$ cat src/rtl/arpc_pkg.sv
// Package: shared types, constants and codes for the ARP cache engine.
package arpc_pkg;

    localparam int TableEntriesDefault = 32;

    localparam logic [1:0] REQ_RESOLVE = 2'd0;
    localparam logic [1:0] REQ_MESSAGE = 2'd1;
    localparam logic [1:0] REQ_TICK    = 2'd2;

    localparam logic [2:0] STS_FOUND   = 3'd0;
    localparam logic [2:0] STS_QUERY   = 3'd1;
    localparam logic [2:0] STS_ERROR   = 3'd2;
    localparam logic [2:0] STS_HANDLED = 3'd3;
    localparam logic [2:0] STS_DROPPED = 3'd4;

    localparam logic [1:0] TXOP_NONE    = 2'd0;
    localparam logic [1:0] TXOP_REQUEST = 2'd1;
    localparam logic [1:0] TXOP_REPLY   = 2'd2;

    localparam logic [1:0] ENT_FREE       = 2'd0;
    localparam logic [1:0] ENT_INCOMPLETE = 2'd1;
    localparam logic [1:0] ENT_RESOLVED   = 2'd2;
    localparam logic [1:0] ENT_STATIC     = 2'd3;

    localparam logic [1:0] CFG_LOCAL_IP  = 2'd0;
    localparam logic [1:0] CFG_LOCAL_MAC = 2'd1;
    localparam logic [1:0] CFG_TIMEOUT   = 2'd2;
    localparam logic [1:0] CFG_IFACE     = 2'd3;

    localparam logic [15:0] HW_ETHER   = 16'h0001;
    localparam logic [15:0] PROTO_IPV4 = 16'h0800;
    localparam logic [15:0] OP_REQUEST = 16'd1;
    localparam logic [10:0] MIN_FRAME  = 11'd28;
    localparam logic [47:0] MAC_BCAST  = 48'hFFFF_FFFF_FFFF;
    localparam logic [15:0] TIMEOUT_RESET = 16'd30;

    typedef enum logic [2:0] {
        CMD_RESOLVE = 3'd0,
        CMD_MESSAGE = 3'd1,
        CMD_TICK    = 3'd2,
        CMD_ERROR   = 3'd3,
        CMD_DROP    = 3'd4
    } cmd_t;

    typedef struct packed {
        cmd_t        cmd;
        logic [31:0] pa;
        logic [47:0] smac;
        logic        for_us;
        logic        is_request;
    } job_t;

    typedef struct packed {
        logic [2:0]  status;
        logic [47:0] hw_addr;
        logic [1:0]  tx_op;
        logic [31:0] tx_target_ip;
        logic [47:0] tx_target_mac;
        logic [47:0] tx_dest_mac;
    } result_t;

endpackage

$ cat src/rtl/arpc_if.sv
// Interfaces: request, result and configuration channels.
interface arpc_req_if;
    logic        valid;
    logic        ready;
    logic [1:0]  req_type;
    logic [31:0] proto_addr;
    logic [47:0] sender_mac;
    logic [31:0] target_proto_addr;
    logic [15:0] arp_op;
    logic [15:0] hw_type;
    logic [15:0] proto_type;
    logic [10:0] frame_length;
    modport source (output valid, req_type, proto_addr, sender_mac, target_proto_addr,
                    arp_op, hw_type, proto_type, frame_length, input ready);
    modport sink (input valid, req_type, proto_addr, sender_mac, target_proto_addr,
                  arp_op, hw_type, proto_type, frame_length, output ready);
endinterface

interface arpc_rsp_if;
    logic        valid;
    logic        ready;
    logic [2:0]  status;
    logic [47:0] hw_addr;
    logic [1:0]  tx_op;
    logic [31:0] tx_target_ip;
    logic [47:0] tx_target_mac;
    logic [47:0] tx_dest_mac;
    modport source (output valid, status, hw_addr, tx_op, tx_target_ip, tx_target_mac,
                    tx_dest_mac, input ready);
    modport sink (input valid, status, hw_addr, tx_op, tx_target_ip, tx_target_mac,
                  tx_dest_mac, output ready);
endinterface

interface arpc_cfg_if;
    logic        valid;
    logic        ready;
    logic [1:0]  index;
    logic [47:0] data;
    modport source (output valid, index, data, input ready);
    modport sink (input valid, index, data, output ready);
endinterface

$ cat src/rtl/arpc_front.sv
// Front end: accept requests, validate messages and queue classified jobs.
module arpc_front (
    input  logic              clk,
    input  logic              rst_n,
    arpc_req_if.sink          req,
    input  logic [31:0]       local_ip,
    input  logic              iface_on,
    output arpc_pkg::job_t    job,
    output logic              job_valid,
    input  logic              job_ready
);
    import arpc_pkg::*;

    job_t job_in;
    job_t q_reg [2];
    logic wp_reg, wp_next, rp_reg, rp_next;
    logic [1:0] cnt_reg, cnt_next;
    logic push, pop;

    always_comb
    begin
        job_in.pa         = req.proto_addr;
        job_in.smac       = req.sender_mac;
        job_in.for_us     = (req.target_proto_addr == local_ip);
        job_in.is_request = (req.arp_op == OP_REQUEST);
        unique case (req.req_type)
            REQ_RESOLVE: job_in.cmd = iface_on ? CMD_RESOLVE : CMD_ERROR;
            REQ_MESSAGE:
                if (req.frame_length < MIN_FRAME || req.hw_type != HW_ETHER
                    || req.proto_type != PROTO_IPV4)
                    job_in.cmd = CMD_DROP;
                else
                    job_in.cmd = CMD_MESSAGE;
            REQ_TICK: job_in.cmd = CMD_TICK;
            default:  job_in.cmd = CMD_ERROR;
        endcase
    end

    assign req.ready = (cnt_reg != 2'd2);
    assign push      = req.valid && req.ready;
    assign job_valid = (cnt_reg != 2'd0);
    assign pop       = job_valid && job_ready;
    assign job       = q_reg[rp_reg];
    assign wp_next   = push ? ~wp_reg : wp_reg;
    assign rp_next   = pop ? ~rp_reg : rp_reg;
    assign cnt_next  = cnt_reg + {1'b0, push} - {1'b0, pop};

    always_ff @(posedge clk or negedge rst_n)
    begin
        if (!rst_n)
        begin
            wp_reg  <= 1'b0;
            rp_reg  <= 1'b0;
            cnt_reg <= 2'd0;
        end
        else
        begin
            wp_reg  <= wp_next;
            rp_reg  <= rp_next;
            cnt_reg <= cnt_next;
        end
    end

    always_ff @(posedge clk)
    begin
        if (push)
            q_reg[wp_reg] <= job_in;
    end

    a_cnt_bound: assert property (@(posedge clk) disable iff (!rst_n) cnt_reg != 2'd3)
        else $error("queue count out of range");
    a_no_push_full: assert property (@(posedge clk) disable iff (!rst_n)
        cnt_reg == 2'd2 |-> !push) else $error("push into full queue");
    a_count_step: assert property (@(posedge clk) disable iff (!rst_n)
        push && !pop |=> cnt_reg == $past(cnt_reg) + 2'd1) else $error("count step");
endmodule

$ cat src/rtl/arpc_back.sv
// Back end: scan the entry table, update it and build one result per job.
module arpc_back #(
    parameter int TABLE_ENTRIES = arpc_pkg::TableEntriesDefault
) (
    input  logic              clk,
    input  logic              rst_n,
    input  arpc_pkg::job_t    job,
    input  logic              job_valid,
    output logic              job_ready,
    input  logic [15:0]       timeout,
    output arpc_pkg::result_t res,
    output logic              res_valid,
    input  logic              res_ready
);
    import arpc_pkg::*;

    localparam int IW = (TABLE_ENTRIES > 1) ? $clog2(TABLE_ENTRIES) : 1;
    localparam int CW = $clog2(TABLE_ENTRIES + 1);

    typedef enum logic [4:0] {
        S_IDLE  = 5'b00001,
        S_SCAN  = 5'b00010,
        S_WRITE = 5'b00100,
        S_OUT   = 5'b01000,
        S_WAIT  = 5'b10000
    } state_t;

    // state bits live in flip-flops (reset to free); payload in memories
    logic [1:0]  st_reg [TABLE_ENTRIES];
    logic [31:0] ip_mem    [TABLE_ENTRIES];
    logic [47:0] mac_mem   [TABLE_ENTRIES];
    logic [31:0] stamp_mem [TABLE_ENTRIES];

    state_t state_reg, state_next;
    job_t   job_reg;
    logic [CW-1:0] idx_reg, idx_next;
    logic [IW-1:0] rd_idx_reg;
    logic          rd_v_reg;
    logic [31:0]   rd_ip, rd_stamp;
    logic [47:0]   rd_mac;
    logic [1:0]    rd_st;
    logic [31:0]   now_reg;
    logic          hit_reg, free_reg;
    logic [IW-1:0] hit_idx_reg, vic_idx_reg;
    logic [31:0]   vic_age_reg;
    logic [47:0]   hit_mac_reg;
    logic [1:0]    hit_st_reg;
    logic [31:0]   age;
    result_t       res_reg, res_next;
    logic          do_wr, clr_wr;
    logic [IW-1:0] wr_idx;
    logic [1:0]    wr_st;
    logic [31:0]   wr_ip, wr_stamp;
    logic [47:0]   wr_mac;
    logic          wr_ip_en, wr_mac_en;

    assign job_ready = (state_reg == S_IDLE);
    assign res       = res_reg;
    assign res_valid = (state_reg == S_WAIT);
    assign age       = now_reg - rd_stamp;
    assign rd_st     = st_reg[rd_idx_reg];

    always_comb
    begin
        state_next = state_reg;
        idx_next   = idx_reg;
        unique case (state_reg)
            S_IDLE:
                if (job_valid)
                begin
                    idx_next = '0;
                    if (job.cmd == CMD_ERROR || job.cmd == CMD_DROP)
                        state_next = S_OUT;
                    else
                        state_next = S_SCAN;
                end
            S_SCAN:
                if (idx_reg == CW'(TABLE_ENTRIES))
                begin
                    if (!rd_v_reg)
                        state_next = (job_reg.cmd == CMD_TICK) ? S_OUT : S_WRITE;
                end
                else
                    idx_next = idx_reg + 1'b1;
            S_WRITE: state_next = S_OUT;
            S_OUT:   state_next = S_WAIT;
            S_WAIT:  if (res_ready) state_next = S_IDLE;
            default: state_next = S_IDLE;
        endcase
    end

    // tick ages out entries during the scan; resolve/message write in S_WRITE
    always_comb
    begin
        do_wr = 1'b0; clr_wr = 1'b0; wr_idx = rd_idx_reg;
        wr_st = ENT_FREE; wr_ip = '0; wr_mac = '0; wr_stamp = '0;
        wr_ip_en = 1'b1; wr_mac_en = 1'b1;
        if (state_reg == S_SCAN && rd_v_reg && job_reg.cmd == CMD_TICK
            && (rd_st == ENT_INCOMPLETE || rd_st == ENT_RESOLVED)
            && age >= {16'd0, timeout})
        begin
            do_wr = 1'b1; clr_wr = 1'b1;
        end
        else if (state_reg == S_WRITE)
        begin
            wr_stamp = now_reg;
            wr_ip    = job_reg.pa;
            wr_mac   = job_reg.smac;
            if (job_reg.cmd == CMD_RESOLVE)
            begin
                if (!hit_reg)
                begin
                    do_wr = 1'b1; wr_idx = vic_idx_reg; wr_st = ENT_INCOMPLETE;
                    wr_mac_en = 1'b0;
                end
            end
            else if (hit_reg)
            begin
                do_wr = 1'b1; wr_idx = hit_idx_reg; wr_st = ENT_RESOLVED; wr_ip_en = 1'b0;
            end
            else if (job_reg.for_us)
            begin
                do_wr = 1'b1; wr_idx = vic_idx_reg; wr_st = ENT_RESOLVED;
            end
        end
    end

    // build the result from the scan outcome
    always_comb
    begin
        res_next = '0;
        unique case (job_reg.cmd)
            CMD_RESOLVE:
                if (hit_reg && hit_st_reg != ENT_INCOMPLETE)
                begin
                    res_next.status  = STS_FOUND;
                    res_next.hw_addr = hit_mac_reg;
                end
                else
                begin
                    res_next.status       = STS_QUERY;
                    res_next.tx_op        = TXOP_REQUEST;
                    res_next.tx_target_ip = job_reg.pa;
                    res_next.tx_dest_mac  = MAC_BCAST;
                end
            CMD_MESSAGE:
            begin
                res_next.status = STS_HANDLED;
                if (job_reg.for_us && job_reg.is_request)
                begin
                    res_next.tx_op         = TXOP_REPLY;
                    res_next.tx_target_ip  = job_reg.pa;
                    res_next.tx_target_mac = job_reg.smac;
                    res_next.tx_dest_mac   = job_reg.smac;
                end
            end
            CMD_TICK: res_next.status = STS_HANDLED;
            CMD_DROP: res_next.status = STS_DROPPED;
            default:  res_next.status = STS_ERROR;
        endcase
    end

    always_ff @(posedge clk or negedge rst_n)
    begin
        if (!rst_n)
        begin
            state_reg <= S_IDLE;
            now_reg   <= '0;
            rd_v_reg  <= 1'b0;
            for (int k = 0; k < TABLE_ENTRIES; k++)
                st_reg[k] <= ENT_FREE;
        end
        else
        begin
            state_reg <= state_next;
            rd_v_reg  <= (state_reg == S_SCAN) && (idx_reg != CW'(TABLE_ENTRIES));
            if (state_reg == S_IDLE && job_valid && job.cmd == CMD_TICK)
                now_reg <= now_reg + 32'd1;
            if (do_wr)
                st_reg[wr_idx] <= wr_st;
        end
    end

    always_ff @(posedge clk)
    begin
        idx_reg    <= idx_next;
        rd_idx_reg <= idx_reg[IW-1:0];
        rd_ip      <= ip_mem[idx_reg[IW-1:0]];
        rd_mac     <= mac_mem[idx_reg[IW-1:0]];
        rd_stamp   <= stamp_mem[idx_reg[IW-1:0]];
        if (do_wr)
        begin
            if (wr_ip_en || clr_wr) ip_mem[wr_idx] <= wr_ip;
            if (wr_mac_en || clr_wr) mac_mem[wr_idx] <= wr_mac;
            stamp_mem[wr_idx] <= wr_stamp;
        end
    end

    // scan bookkeeping: first match, first free, else oldest entry
    always_ff @(posedge clk)
    begin
        if (state_reg == S_IDLE && job_valid)
        begin
            job_reg  <= job;
            hit_reg  <= 1'b0;
            free_reg <= 1'b0;
            vic_idx_reg <= '0;
            vic_age_reg <= '0;
        end
        else if (state_reg == S_SCAN && rd_v_reg)
        begin
            if (!hit_reg && rd_st != ENT_FREE && rd_ip == job_reg.pa)
            begin
                hit_reg     <= 1'b1;
                hit_idx_reg <= rd_idx_reg;
                hit_mac_reg <= rd_mac;
                hit_st_reg  <= rd_st;
            end
            if (!free_reg)
            begin
                if (rd_st == ENT_FREE)
                begin
                    free_reg    <= 1'b1;
                    vic_idx_reg <= rd_idx_reg;
                end
                else if (rd_idx_reg == '0 || age > vic_age_reg)
                begin
                    vic_idx_reg <= rd_idx_reg;
                    vic_age_reg <= age;
                end
            end
        end
        if (state_reg == S_OUT)
            res_reg <= res_next;
    end

    a_wait_hold: assert property (@(posedge clk) disable iff (!rst_n)
        res_valid && !res_ready |=> res_valid) else $error("result dropped");
    a_one_state: assert property (@(posedge clk) disable iff (!rst_n) $onehot(state_reg))
        else $error("state not one-hot");
    a_no_accept_busy: assert property (@(posedge clk) disable iff (!rst_n)
        state_reg != S_IDLE |-> !job_ready) else $error("job taken while busy");
endmodule

$ cat src/rtl/arp_cache_engine_top.sv
// Top level: ARP cache engine with request, result and configuration channels.
// Usage:
//  - req carries resolve lookups, received ARP messages and one-second ticks.
//    Each transfer on req yields exactly one transfer on rsp, in order.
//  - cfg writes registers: 0 local_ip, 1 local_mac, 2 timeout_seconds,
//    3 iface_ipv4_ethernet. Write only while idle; it is always ready.
//  - A two-deep job queue lets the front keep taking requests while the
//    back end scans the table or rsp is stalled.
//  - A lookup or message passes from the queue through the back end's
//    S_IDLE, S_SCAN, S_WRITE, S_OUT and S_WAIT states; a tick skips
//    S_WRITE, and drops and errors skip S_SCAN and S_WRITE. The scan reads
//    the table memory one entry per cycle. The back end takes no new job
//    until rsp has taken the result of the last one.
//  - A stalled rsp holds its result; the back end waits and the queue
//    then fills and deasserts req.ready.
//  - Reset marks every entry free, clears the clock and restores register
//    defaults (timeout 30, interface on). No clearing pass is needed.
module arp_cache_engine_top #(
    parameter int TABLE_ENTRIES = arpc_pkg::TableEntriesDefault
) (
    input  logic       clk,
    input  logic       rst_n,
    arpc_req_if.sink   req,
    arpc_rsp_if.source rsp,
    arpc_cfg_if.sink   cfg
);
    import arpc_pkg::*;

    logic [31:0] local_ip_reg;
    logic [47:0] local_mac_reg;
    logic [15:0] timeout_reg;
    logic        iface_reg;
    job_t        job;
    logic        job_valid, job_ready;
    result_t     res;

    // config is always ready; local_mac is only held in a register
    assign cfg.ready = 1'b1;

    always_ff @(posedge clk or negedge rst_n)
    begin
        if (!rst_n)
        begin
            local_ip_reg  <= '0;
            local_mac_reg <= '0;
            timeout_reg   <= TIMEOUT_RESET;
            iface_reg     <= 1'b1;
        end
        else if (cfg.valid)
        begin
            unique case (cfg.index)
                CFG_LOCAL_IP:  local_ip_reg  <= cfg.data[31:0];
                CFG_LOCAL_MAC: local_mac_reg <= cfg.data;
                CFG_TIMEOUT:   timeout_reg   <= cfg.data[15:0];
                CFG_IFACE:     iface_reg     <= cfg.data[0];
                default:       iface_reg     <= iface_reg;
            endcase
        end
    end

    arpc_front u_front (
        .clk       (clk),
        .rst_n     (rst_n),
        .req       (req),
        .local_ip  (local_ip_reg),
        .iface_on  (iface_reg),
        .job       (job),
        .job_valid (job_valid),
        .job_ready (job_ready)
    );

    arpc_back #(.TABLE_ENTRIES(TABLE_ENTRIES)) u_back (
        .clk       (clk),
        .rst_n     (rst_n),
        .job       (job),
        .job_valid (job_valid),
        .job_ready (job_ready),
        .timeout   (timeout_reg),
        .res       (res),
        .res_valid (rsp.valid),
        .res_ready (rsp.ready)
    );

    assign rsp.status        = res.status;
    assign rsp.hw_addr       = res.hw_addr;
    assign rsp.tx_op         = res.tx_op;
    assign rsp.tx_target_ip  = res.tx_target_ip;
    assign rsp.tx_target_mac = res.tx_target_mac;
    assign rsp.tx_dest_mac   = res.tx_dest_mac;

    a_mac_kept: assert property (@(posedge clk) disable iff (!rst_n)
        !cfg.valid |=> $stable(local_mac_reg)) else $error("local_mac changed");
    a_valid_hold: assert property (@(posedge clk) disable iff (!rst_n)
        rsp.valid && !rsp.ready |=> rsp.valid && $stable(rsp.status))
        else $error("result not held");
    a_timeout_kept: assert property (@(posedge clk) disable iff (!rst_n)
        !cfg.valid |=> $stable(timeout_reg)) else $error("timeout changed");
endmodule
$ cat src/flat_wrapper.sv
// flat-port wrapper written by rule: the top's interface ports become plain ports
module arp_cache_engine_top_flat import arpc_pkg::*;
#(
    parameter int TABLE_ENTRIES = arpc_pkg::TableEntriesDefault
)
  (clk, rst_n, req_valid, req_req_type, req_proto_addr, req_sender_mac, req_target_proto_addr, req_arp_op, req_hw_type, req_proto_type, req_frame_length, req_ready, rsp_valid, rsp_status, rsp_hw_addr, rsp_tx_op, rsp_tx_target_ip, rsp_tx_target_mac, rsp_tx_dest_mac, rsp_ready, cfg_valid, cfg_index, cfg_data, cfg_ready);
  arpc_req_if req_i ();
  arpc_rsp_if rsp_i ();
  arpc_cfg_if cfg_i ();
  input  logic clk;
  input  logic rst_n;
  input wire logic [$bits(req_i.valid)-1:0] req_valid;
  input wire logic [$bits(req_i.req_type)-1:0] req_req_type;
  input wire logic [$bits(req_i.proto_addr)-1:0] req_proto_addr;
  input wire logic [$bits(req_i.sender_mac)-1:0] req_sender_mac;
  input wire logic [$bits(req_i.target_proto_addr)-1:0] req_target_proto_addr;
  input wire logic [$bits(req_i.arp_op)-1:0] req_arp_op;
  input wire logic [$bits(req_i.hw_type)-1:0] req_hw_type;
  input wire logic [$bits(req_i.proto_type)-1:0] req_proto_type;
  input wire logic [$bits(req_i.frame_length)-1:0] req_frame_length;
  output wire logic [$bits(req_i.ready)-1:0] req_ready;
  output wire logic [$bits(rsp_i.valid)-1:0] rsp_valid;
  output wire logic [$bits(rsp_i.status)-1:0] rsp_status;
  output wire logic [$bits(rsp_i.hw_addr)-1:0] rsp_hw_addr;
  output wire logic [$bits(rsp_i.tx_op)-1:0] rsp_tx_op;
  output wire logic [$bits(rsp_i.tx_target_ip)-1:0] rsp_tx_target_ip;
  output wire logic [$bits(rsp_i.tx_target_mac)-1:0] rsp_tx_target_mac;
  output wire logic [$bits(rsp_i.tx_dest_mac)-1:0] rsp_tx_dest_mac;
  input wire logic [$bits(rsp_i.ready)-1:0] rsp_ready;
  input wire logic [$bits(cfg_i.valid)-1:0] cfg_valid;
  input wire logic [$bits(cfg_i.index)-1:0] cfg_index;
  input wire logic [$bits(cfg_i.data)-1:0] cfg_data;
  output wire logic [$bits(cfg_i.ready)-1:0] cfg_ready;
  assign req_i.valid = req_valid;
  assign req_i.req_type = req_req_type;
  assign req_i.proto_addr = req_proto_addr;
  assign req_i.sender_mac = req_sender_mac;
  assign req_i.target_proto_addr = req_target_proto_addr;
  assign req_i.arp_op = req_arp_op;
  assign req_i.hw_type = req_hw_type;
  assign req_i.proto_type = req_proto_type;
  assign req_i.frame_length = req_frame_length;
  assign req_ready = req_i.ready;
  assign rsp_valid = rsp_i.valid;
  assign rsp_status = rsp_i.status;
  assign rsp_hw_addr = rsp_i.hw_addr;
  assign rsp_tx_op = rsp_i.tx_op;
  assign rsp_tx_target_ip = rsp_i.tx_target_ip;
  assign rsp_tx_target_mac = rsp_i.tx_target_mac;
  assign rsp_tx_dest_mac = rsp_i.tx_dest_mac;
  assign rsp_i.ready = rsp_ready;
  assign cfg_i.valid = cfg_valid;
  assign cfg_i.index = cfg_index;
  assign cfg_i.data = cfg_data;
  assign cfg_ready = cfg_i.ready;
  arp_cache_engine_top #(.TABLE_ENTRIES(TABLE_ENTRIES)) u_core (.clk(clk), .rst_n(rst_n), .req(req_i), .rsp(rsp_i), .cfg(cfg_i));
endmodule
$ cat config.mk
export PLATFORM = sky130hd
export DESIGN_NAME = arp_cache_engine_top_flat
export DESIGN_NICKNAME = d
export VERILOG_FILES = /design/src/rtl/arpc_pkg.sv /design/src/rtl/arpc_if.sv /design/src/rtl/arpc_front.sv /design/src/rtl/arpc_back.sv /design/src/rtl/arp_cache_engine_top.sv /design/src/flat_wrapper.sv
export SDC_FILE = /design/constraint.sdc
export NUM_CORES = 2
export LEC_CHECK = 0
export BUFFER_PORTS_ARGS = -buffer_cell sky130_fd_sc_hd__buf_2
export CORE_ASPECT_RATIO = 1.5
export CORE_MARGIN = 3
export CORE_UTILIZATION = 60
export CTS_CLUSTER_DIAMETER = 150
export DETAILED_ROUTE_END_ITERATION = 10
export PLACE_DENSITY = 0.84
export SYNTH_ARGS = -nofsm -noshare
export SYNTH_HDL_FRONTEND = slang
export SYNTH_SLANG_ARGS = --single-unit
$ cat constraint.sdc
create_clock -name clk -period 9.2 [get_ports clk]
set_input_delay 1.38 -clock clk [delete_from_list [all_inputs] [get_ports clk]]
set_output_delay 1.38 -clock clk [all_outputs]
set_load 0.005 [all_outputs]
Word level (Yosys, flattened, before mapping)
Memories as Yosys holds them, arrays and structs flattened. A register that Yosys moved wholly into a read port is not among the register bits.
Cells that the tools add are included.
- flip-flop bits (word level): 526
- memory bits (writable): 3754
- bits of input ports: 228
- output and inout bits: 184
- logic and storage cells: 228
- memories kept: 4
- add/sub/neg operators: 5
- magnitude comparators: 6
- equality and inequality tests: 31
- muxes and demuxes: 72
- bitwise logic cells: 7
- reduce and logical (&&, ||, !) cells: 42
- memory list (name ; depth ; bits a word ; rd ports ; clocked after memory_dff ; wr ports ; RTL line ; source):
    u_core.u_back.mac_mem ; 32 ; 48 ; 1 ; 1 ; 1 ; arpc_back.sv:31 ; logic [47:0] mac_mem [TABLE_ENTRIES];
    u_core.u_back.ip_mem ; 32 ; 32 ; 1 ; 1 ; 1 ; arpc_back.sv:30 ; logic [31:0] ip_mem [TABLE_ENTRIES];
    u_core.u_back.stamp_mem ; 32 ; 32 ; 1 ; 1 ; 1 ; arpc_back.sv:32 ; logic [31:0] stamp_mem [TABLE_ENTRIES];
    u_core.u_front.q_reg ; 2 ; 85 ; 1 ; 0 ; 1 ; arpc_front.sv:15 ; job_t q_reg [2];
- operators by type and width (kind ; count):
    $mux 48 ; 3
    $mux 130 ; 1
    $mux 32 ; 4
    $pmux 48 s2 ; 1
    $pmux 34 s2 ; 1
    $bwmux 64 ; 1
    $eq 32x32->1 ; 2
    $mux 5 ; 12
    $mux 33 ; 1
    $add 32x1->32 const B ; 1
    $ge 32x16->1 ; 1
    $gt 32x32->1 ; 1
    $sub 32x32->32 ; 1
    $mux 1 ; 28
    $pmux 5 s5 ; 1
    $mux 2 ; 9
    $pmux 3 s3 ; 2
    $eq 16x1->1 const B ; 1
    $ne 16x1->1 const B ; 1
    $ne 16x12->1 const B ; 1
    $logic_and 1x1->1 ; 13
    $ge 6x6->1 const B ; 2
    $mux 6 ; 2
    $not 5->6 ; 2
    35 further kinds ; 71

Logic depth before layout (Yosys ltp)
- depth after elaboration: 15
- depth in mapped cells: 24
- mapped depth without buffers: 22

Cells and area by module
A second synthesis with hierarchy kept.
- cells, all modules: 7570
- area total of the unflattened synthesis: 169198.5 um^2
- by module, submodules not included (module ; times used ; cells an instance ; area an instance (um^2) ; sequential area each (um^2)):
    arpc_back ; 1 ; 7114 ; 160473.9 ; 123119.3
    arpc_front ; 1 ; 349 ; 6846.6 ; 5205.0
    arp_cache_engine_top ; 1 ; 107 ; 1878.1 ; 1232.4

Worst setup path before layout
Ideal clock, no wire load.
- path kind: register to register
- from: register u_core.u_back.rd_idx_reg[0]
- to: register u_core.u_back.hit_idx_reg[0], enable pin
- library setup time: 0.606 ns
- data arrival time: 7.931 ns
- data required time: 8.594 ns
- path slack: 0.663 ns
- stages on the path, launching flop included: 10
- buffers on the path: 2
- clock period less this slack: 8.537 ns
- path through: dfxtp_1 > buf_1 > buf_1 > mux4_2 > mux4_2 > mux2i_1 > ha_1 > nor4_1 > nand4_1 > nor4_1
- word-level cells in the longest chain between the ends: 8
- RTL lines (item ; RTL line ; source):
    start, declared ; arpc_back.sv:37 ; logic [IW-1:0] rd_idx_reg;
    start signal, assigned ; arpc_back.sv:187 ; rd_idx_reg <= idx_reg[IW-1:0];
    $not 5->6 (implied by the code) ; arpc_back.sv:61 ; assign rd_st = st_reg[rd_idx_reg];
    $bmux 2 s5 ; arpc_back.sv:61 ;
    $mux 2 (implied by the code) (2 in series) ; arpc_back.sv:61 ;
    $reduce_bool 2->1 ; arpc_back.sv:212 ; if (!hit_reg && rd_st != ENT_FREE && rd_ip == job_reg.pa)
    $logic_and 1x1->1 (2 in series) ; arpc_back.sv:212 ;
    $reduce_and 3->1 (no line) ; - ;
    end signal, assigned ; arpc_back.sv:215 ; hit_idx_reg <= rd_idx_reg;
    end, declared ; arpc_back.sv:44 ; logic [IW-1:0] hit_idx_reg, vic_idx_reg;
No other way between the ends. The select of a mux whose other input is x is not followed.
A chain may end at the register's enable or synchronous reset.

Final worst setup path
- from: register u_core.u_back.now_reg[6]
- to: register u_core.u_back.st_reg[24] (netlist name)
- word-level cells in the longest chain between the ends: 10
- elaborated cells on any way between the ends: 13
- classes of those cells: 1 x add/sub; 3 x order compare; 6 x mux; 1 x bitwise; 2 x reduce/logical
- RTL lines (item ; RTL line ; source):
    start, declared ; arpc_back.sv:42 ; logic [31:0] now_reg;
    start signal, assigned ; arpc_back.sv:178 ; now_reg <= now_reg + 32'd1;
    $sub 32x32->32 (*) ; arpc_back.sv:60 ; assign age = now_reg - rd_stamp;
    net u_core.u_back.age[13] ; arpc_back.sv:48 ; logic [31:0] age;
    $ge 32x16->1 (*) ; arpc_back.sv:100 ; && age >= {16'd0, timeout})
    $logic_and 1x1->1 (*) ; arpc_back.sv:100 ;
    $mux 5 ; arpc_back.sv:98 ; if (state_reg == S_SCAN && rd_v_reg && job_reg.cmd == CMD_TICK
    $not 5->6 (implied by the code) ; arpc_back.sv:180 ; st_reg[wr_idx] <= wr_st;
    $ge 6x6->1 (implied by the code) / $lt 6x1->1 (equally long branches) ; arpc_back.sv:180 ;
    $logic_and 1x1->1 (implied by the code) ; arpc_back.sv:180 ;
    $mux 2 (implied by the code) ; arpc_back.sv:180 ;
    $demux 2 s5 ; arpc_back.sv:180 ;
    $bwmux 64 ; arpc_back.sv:180 ;
    end signal, assigned by index ; arpc_back.sv:180 ;
    end, declared ; arpc_back.sv:29 ; logic [1:0] st_reg [TABLE_ENTRIES];
The timed path passes the listed nets; every way through them passes the cells marked *.

==> summary.txt <==
Power
  • VDD IR max: roughly 0.32 mV
  • Total Power: 54.0 mW
  • Power density over the cells: roughly 290 nW/µm²
  • P_leak: approximately 57 nW

Worst setup path
  • R2R Path Start: u_core.u_back.now_reg[6]$_DFFE_PN0P_
  • Worst R2R Setup Slack: about 1.8 ns
  • Crit-path cells: ha_1 > a2111o_1 > o21a_1 > or2_2 > a21o_1 > a21oi_1 > xnor2_1 > ha_1 > a21o_1 > a21o_1 > a2111oi_0 > o2111ai_1 > a211oi_1 > nand4_1 > a21oi_4 > buf_4 > nor3_4 > buf_4 > o22a_1
  • Critical path arrival: between 8 and 9 ns
  • Most used cell, CP: a21o_1
  • Critical-path maximum fanout: 34
  • Worst reg2reg path depth: 19
  • Worst stage delay on the critical path: around 0.87 ns
  • Critical path class: flop to flop
  • Worst r2r dst: u_core.u_back.st_reg[24]$_DFFE_PN0P_
  • Critical path required time: approximately 10 ns
  • Worst path slowest cell: a21oi_4
  • Crit path capture type: flop
  • Startpoint Class: flop

Floorplan
  • Die area: 288000 µm²
  • Die W: around 440 µm
  • # rows: between 200 and 250
  • # IOs: 412
  • Effective utilization at floorplan: 0.603
  • DIE HEIGHT: between 600 and 700 µm
  • Core area: 280000 µm²

Drt
  • WL met3: 57.6 mm
  • Final ANT Viol Nets: 0
  • DRT Pass-1 Iters: 10
  • Avg Vias per Cell: between 7 and 8
  • Detailed Route Iter0 Violations: 15730
  • Final WL: a little under 500 mm
  • Vias: 89582
  • DRC violations left: 0
  • Wire length on met2: around 250 mm
  • Met1 Wirelength: ~150 mm
  • Top layer used by detailed routing: met5
  • WL/cell: between 40 and 50 µm

Logic synthesis
  • Synth Flop Type: edfxtp_1
  • Ys Warns: 0
  • Synthesized flop and latch total: between 4000 and 5000
  • Mapped Cells: between 7000 and 8000
  • Syn Std Cell Area: around 170000 µm²
  • Post-Syn Nets: roughly 8000
  • Post-synth EDFFs: 4081
  • Sequential share of the synthesized area: 0.766
  • Post-synthesis async set-or-reset flop share: 0.0353
  • Mapped Avg Cell Area: between 20 and 25 µm²
  • Library cells used by synthesis: 86

Hold path
  • Hold Crit Depth: 0
  • WHS Endpoint: u_core.u_back.hit_mac_reg[3]$_DFFE_PP_
  • Hold_sp: u_core.u_back.rd_mac[3]$_DFF_P_
  • HP Class: flop to flop

Global routing
  • Grt ovf: 0
  • Largest net degree at the start of global routing: 155
  • Total track usage: 0.335
  • First-pass GRT wire length: 681 mm
  • Initial antenna violation count: 23
  • Number of global-route vias before repair: a little over 90000

Clock tree
  • H-tree depth: 5
  • Postcts setup bufs: 0
  • CTS max path bufs: 4
  • CTS tree: yes
  • Post-CTS sizing: 0
  • Clk slew on worst S/H paths: ~0.07 ns
  • Hold-fix buffers, CTS: 0
  • CTS root buf: clkbuf_16
  • CTS Sinks: 4392
  • Later-pin clock latency in the skew report: between 0.9 and 1 ns
  • Cts bufs inserted: around 380

Finish
  • Nets: between 8000 and 9000
  • Largest registers: u_core.u_back.mac_mem (1536), u_core.u_back.ip_mem (1024), u_core.u_back.stamp_mem (1024)
  • Finished layout cell area: approximately 190000 µm²
  • Area Overhead vs Synth: 11.9%
  • Layout cells sized above 1: 0.326
  • Max reg flops: ~1500
  • Largest Register: u_core.u_back.mac_mem

Timing
  • Final Cycle Share: 0.809
  • Setup TNS Final: 0 ns
  • Final Skew: approximately 0.13 ns
  • Unrepaired setup endpoints after global routing: false
  • Max Clock Freq: between 100 and 150 MHz
  • Max-slew violation count: 0
  • Slew margin rel.: 0.0126
  • Hold Vio Cnt, Final: 0
  • Setup violations, final: 0
  • Measured slew at the worst slew-check pin: 1.48 ns
  • Final min period: between 7 and 8 ns

Placed design
  • GP Congestion: slightly below 0.9
  • Area post-placement: 176000 µm²
  • Port Buffers: around 390
  • HPWL Detailed: roughly 230 mm

Job
  • Max cap viols: 1

Outcome
  • Run status: finished with violations
  • Failing checks: max-capacitance violations
==> per-layer routing <==
| metal | vias up | GRT usage |
|---|---|---|
| li1 | 32462 | - |
| met1 | 45563 | 0.398 |
| met2 | 9197 | 0.552 |
| met4 | 26 | 0.226 |
| met3 | 2334 | 0.0746 |
| met5 | - | 0.000336 |
==> critical path, delay by kind of cell, from the launching register on <==
| kind | cells | cell delay (ns) |
|---|---|---|
| adder cells (fa/ha/maj) | 2 | 0.71 |
| buffers and inverters | 2 | 0.93 |
| AO/OA/AOI/OAI | 11 | 3.95 |
| AND/OR/NAND/NOR | 3 | 1.03 |
| flip-flops | 1 | 0.43 |
| XOR/XNOR | 1 | 0.21 |
==> kinds of logic (layout without fill, tap and decap cells) <==
family	count (synthesis)	count (layout)	synth area share
XOR/XNOR	126	126	0.00653
multiplexers	1463	1463	0.174
flip-flops	4392	4392	0.766
adder cells (fa/ha/maj)	84	84	0.00625
other	1	38	0.0000222
AO/OA/AOI/OAI	240	240	0.0103
buffers and inverters	471	1354	0.0109
AND/OR/NAND/NOR	770	770	0.0258
==> where the power goes <==
group,switching (mW),internal (mW)
Clock,7.58,9.28
Combinational,7.51,5.67
Sequential,0.896,23.1
Total,16.0,38.0
==> stage by stage <==
| step | cells | setup WS (ns) | util | hold slack [ns] |
|---|---|---|---|---|
| 2_1_floorplan | 7547 | 0.663 | - | 0.346 |
| 3_5_place_dp | 11464 | 2.25 | 0.630 | 0.389 |
| 5_1_grt | 12166 | 1.58 | 0.675 | 0.396 |
| 3_3_place_gp | 11464 | 2.28 | 0.630 | 0.386 |
| 4_1_cts | 12150 | 2.13 | 0.675 | 0.383 |
| 6_report | 12187 | 1.76 | 0.675 | 0.385 |
==> Yosys cell counts (6+ instances only) <==
cell type     n  area [µm²]
clkbuf_1    237         890
and2_1      214        1340
o22a_1       34         298
o22ai_1       8        50.1
dfstp_2       6         158
dfxtp_1     156        3120
buf_6         7        78.8
dfrtp_1     149        3730
and3_1       13        81.3
nor4_1       29         181
or2_2        57         357
xnor2_1      60         526
nor2b_1      39         244
o21a_1       12        90.1
o21ai_0      33         165
buf_1       113         424
a211oi_1     12        90.1
mux2_2      251        2830
a21oi_1      47         235
edfxtp_1   4081      123000
nor3_2       30         300
nor3_1       53         265
buf_2        10        50.1
a21o_1       28         210
mux2i_1      41         410
nand2_1      72         270
nand3_1      29         145
mux4_2     1140       25700
a31oi_1       6        37.5
xor2_1       66         578
nor2_1      152         571
nand2b_1      7        43.8
ha_1         82        1030
o211ai_1      7        52.6
inv_1       101         379
nand4_1      37         231
mux2_4       30         450
==> placed cells by master (no fill, tap or decap), types with 66 or more instances in the layout <==
master and n:
buf_4 160, edfxtp_1 4081, nand2_1 69, dfrtp_1 148, nor2_1 109, xor2_1 66, inv_1 100, dfxtp_1 156
buf_2 391, mux4_2 1140, clkbuf_1 66, and2_1 214, clkbuf_16 383, ha_1 82, mux2_2 251
==> worst max-delay path by stage <==
stage / start / endpoint / slack, ns / depth (start not counted)
finish: u_core.u_back.now_reg[6]$_DFFE_PN0P_ / u_core.u_back.st_reg[24]$_DFFE_PN0P_ / 1.76 / 19
global placement: u_core.u_back.now_reg[6]$_DFFE_PN0P_ / u_core.u_back.st_reg[55]$_DFFE_PN0P_ / 2.28 / 19
global route: u_core.u_back.now_reg[0]$_DFFE_PN0P_ / u_core.u_back.st_reg[24]$_DFFE_PN0P_ / 1.58 / 20
floorplan: u_core.u_back.rd_idx_reg[0]$_DFF_P_ / u_core.u_back.hit_idx_reg[0]$_DFFE_PP_ / 0.66 / 9
CTS: u_core.u_back.now_reg[6]$_DFFE_PN0P_ / u_core.u_back.st_reg[1]$_DFFE_PN0P_ / 2.13 / 19
detailed placement: u_core.u_back.now_reg[6]$_DFFE_PN0P_ / u_core.u_back.st_reg[51]$_DFFE_PN0P_ / 2.25 / 19
==> cell type report <==
type / count / area (µm²)
Antenna cell: 37 / 92.6
Clock inverter: 224 / 2610
Multi-Input combinational cell: 2684 / 38300
Timing Repair Buffer: 567 / 3470
Sequential cell: 4392 / 130000
Fill cell: 15173 / 91100
Clock buffer: 462 / 10000
Inverter: 101 / 387
Tap cell: 3720 / 4650
Note: power is estimated with default switching activity, not from simulation.
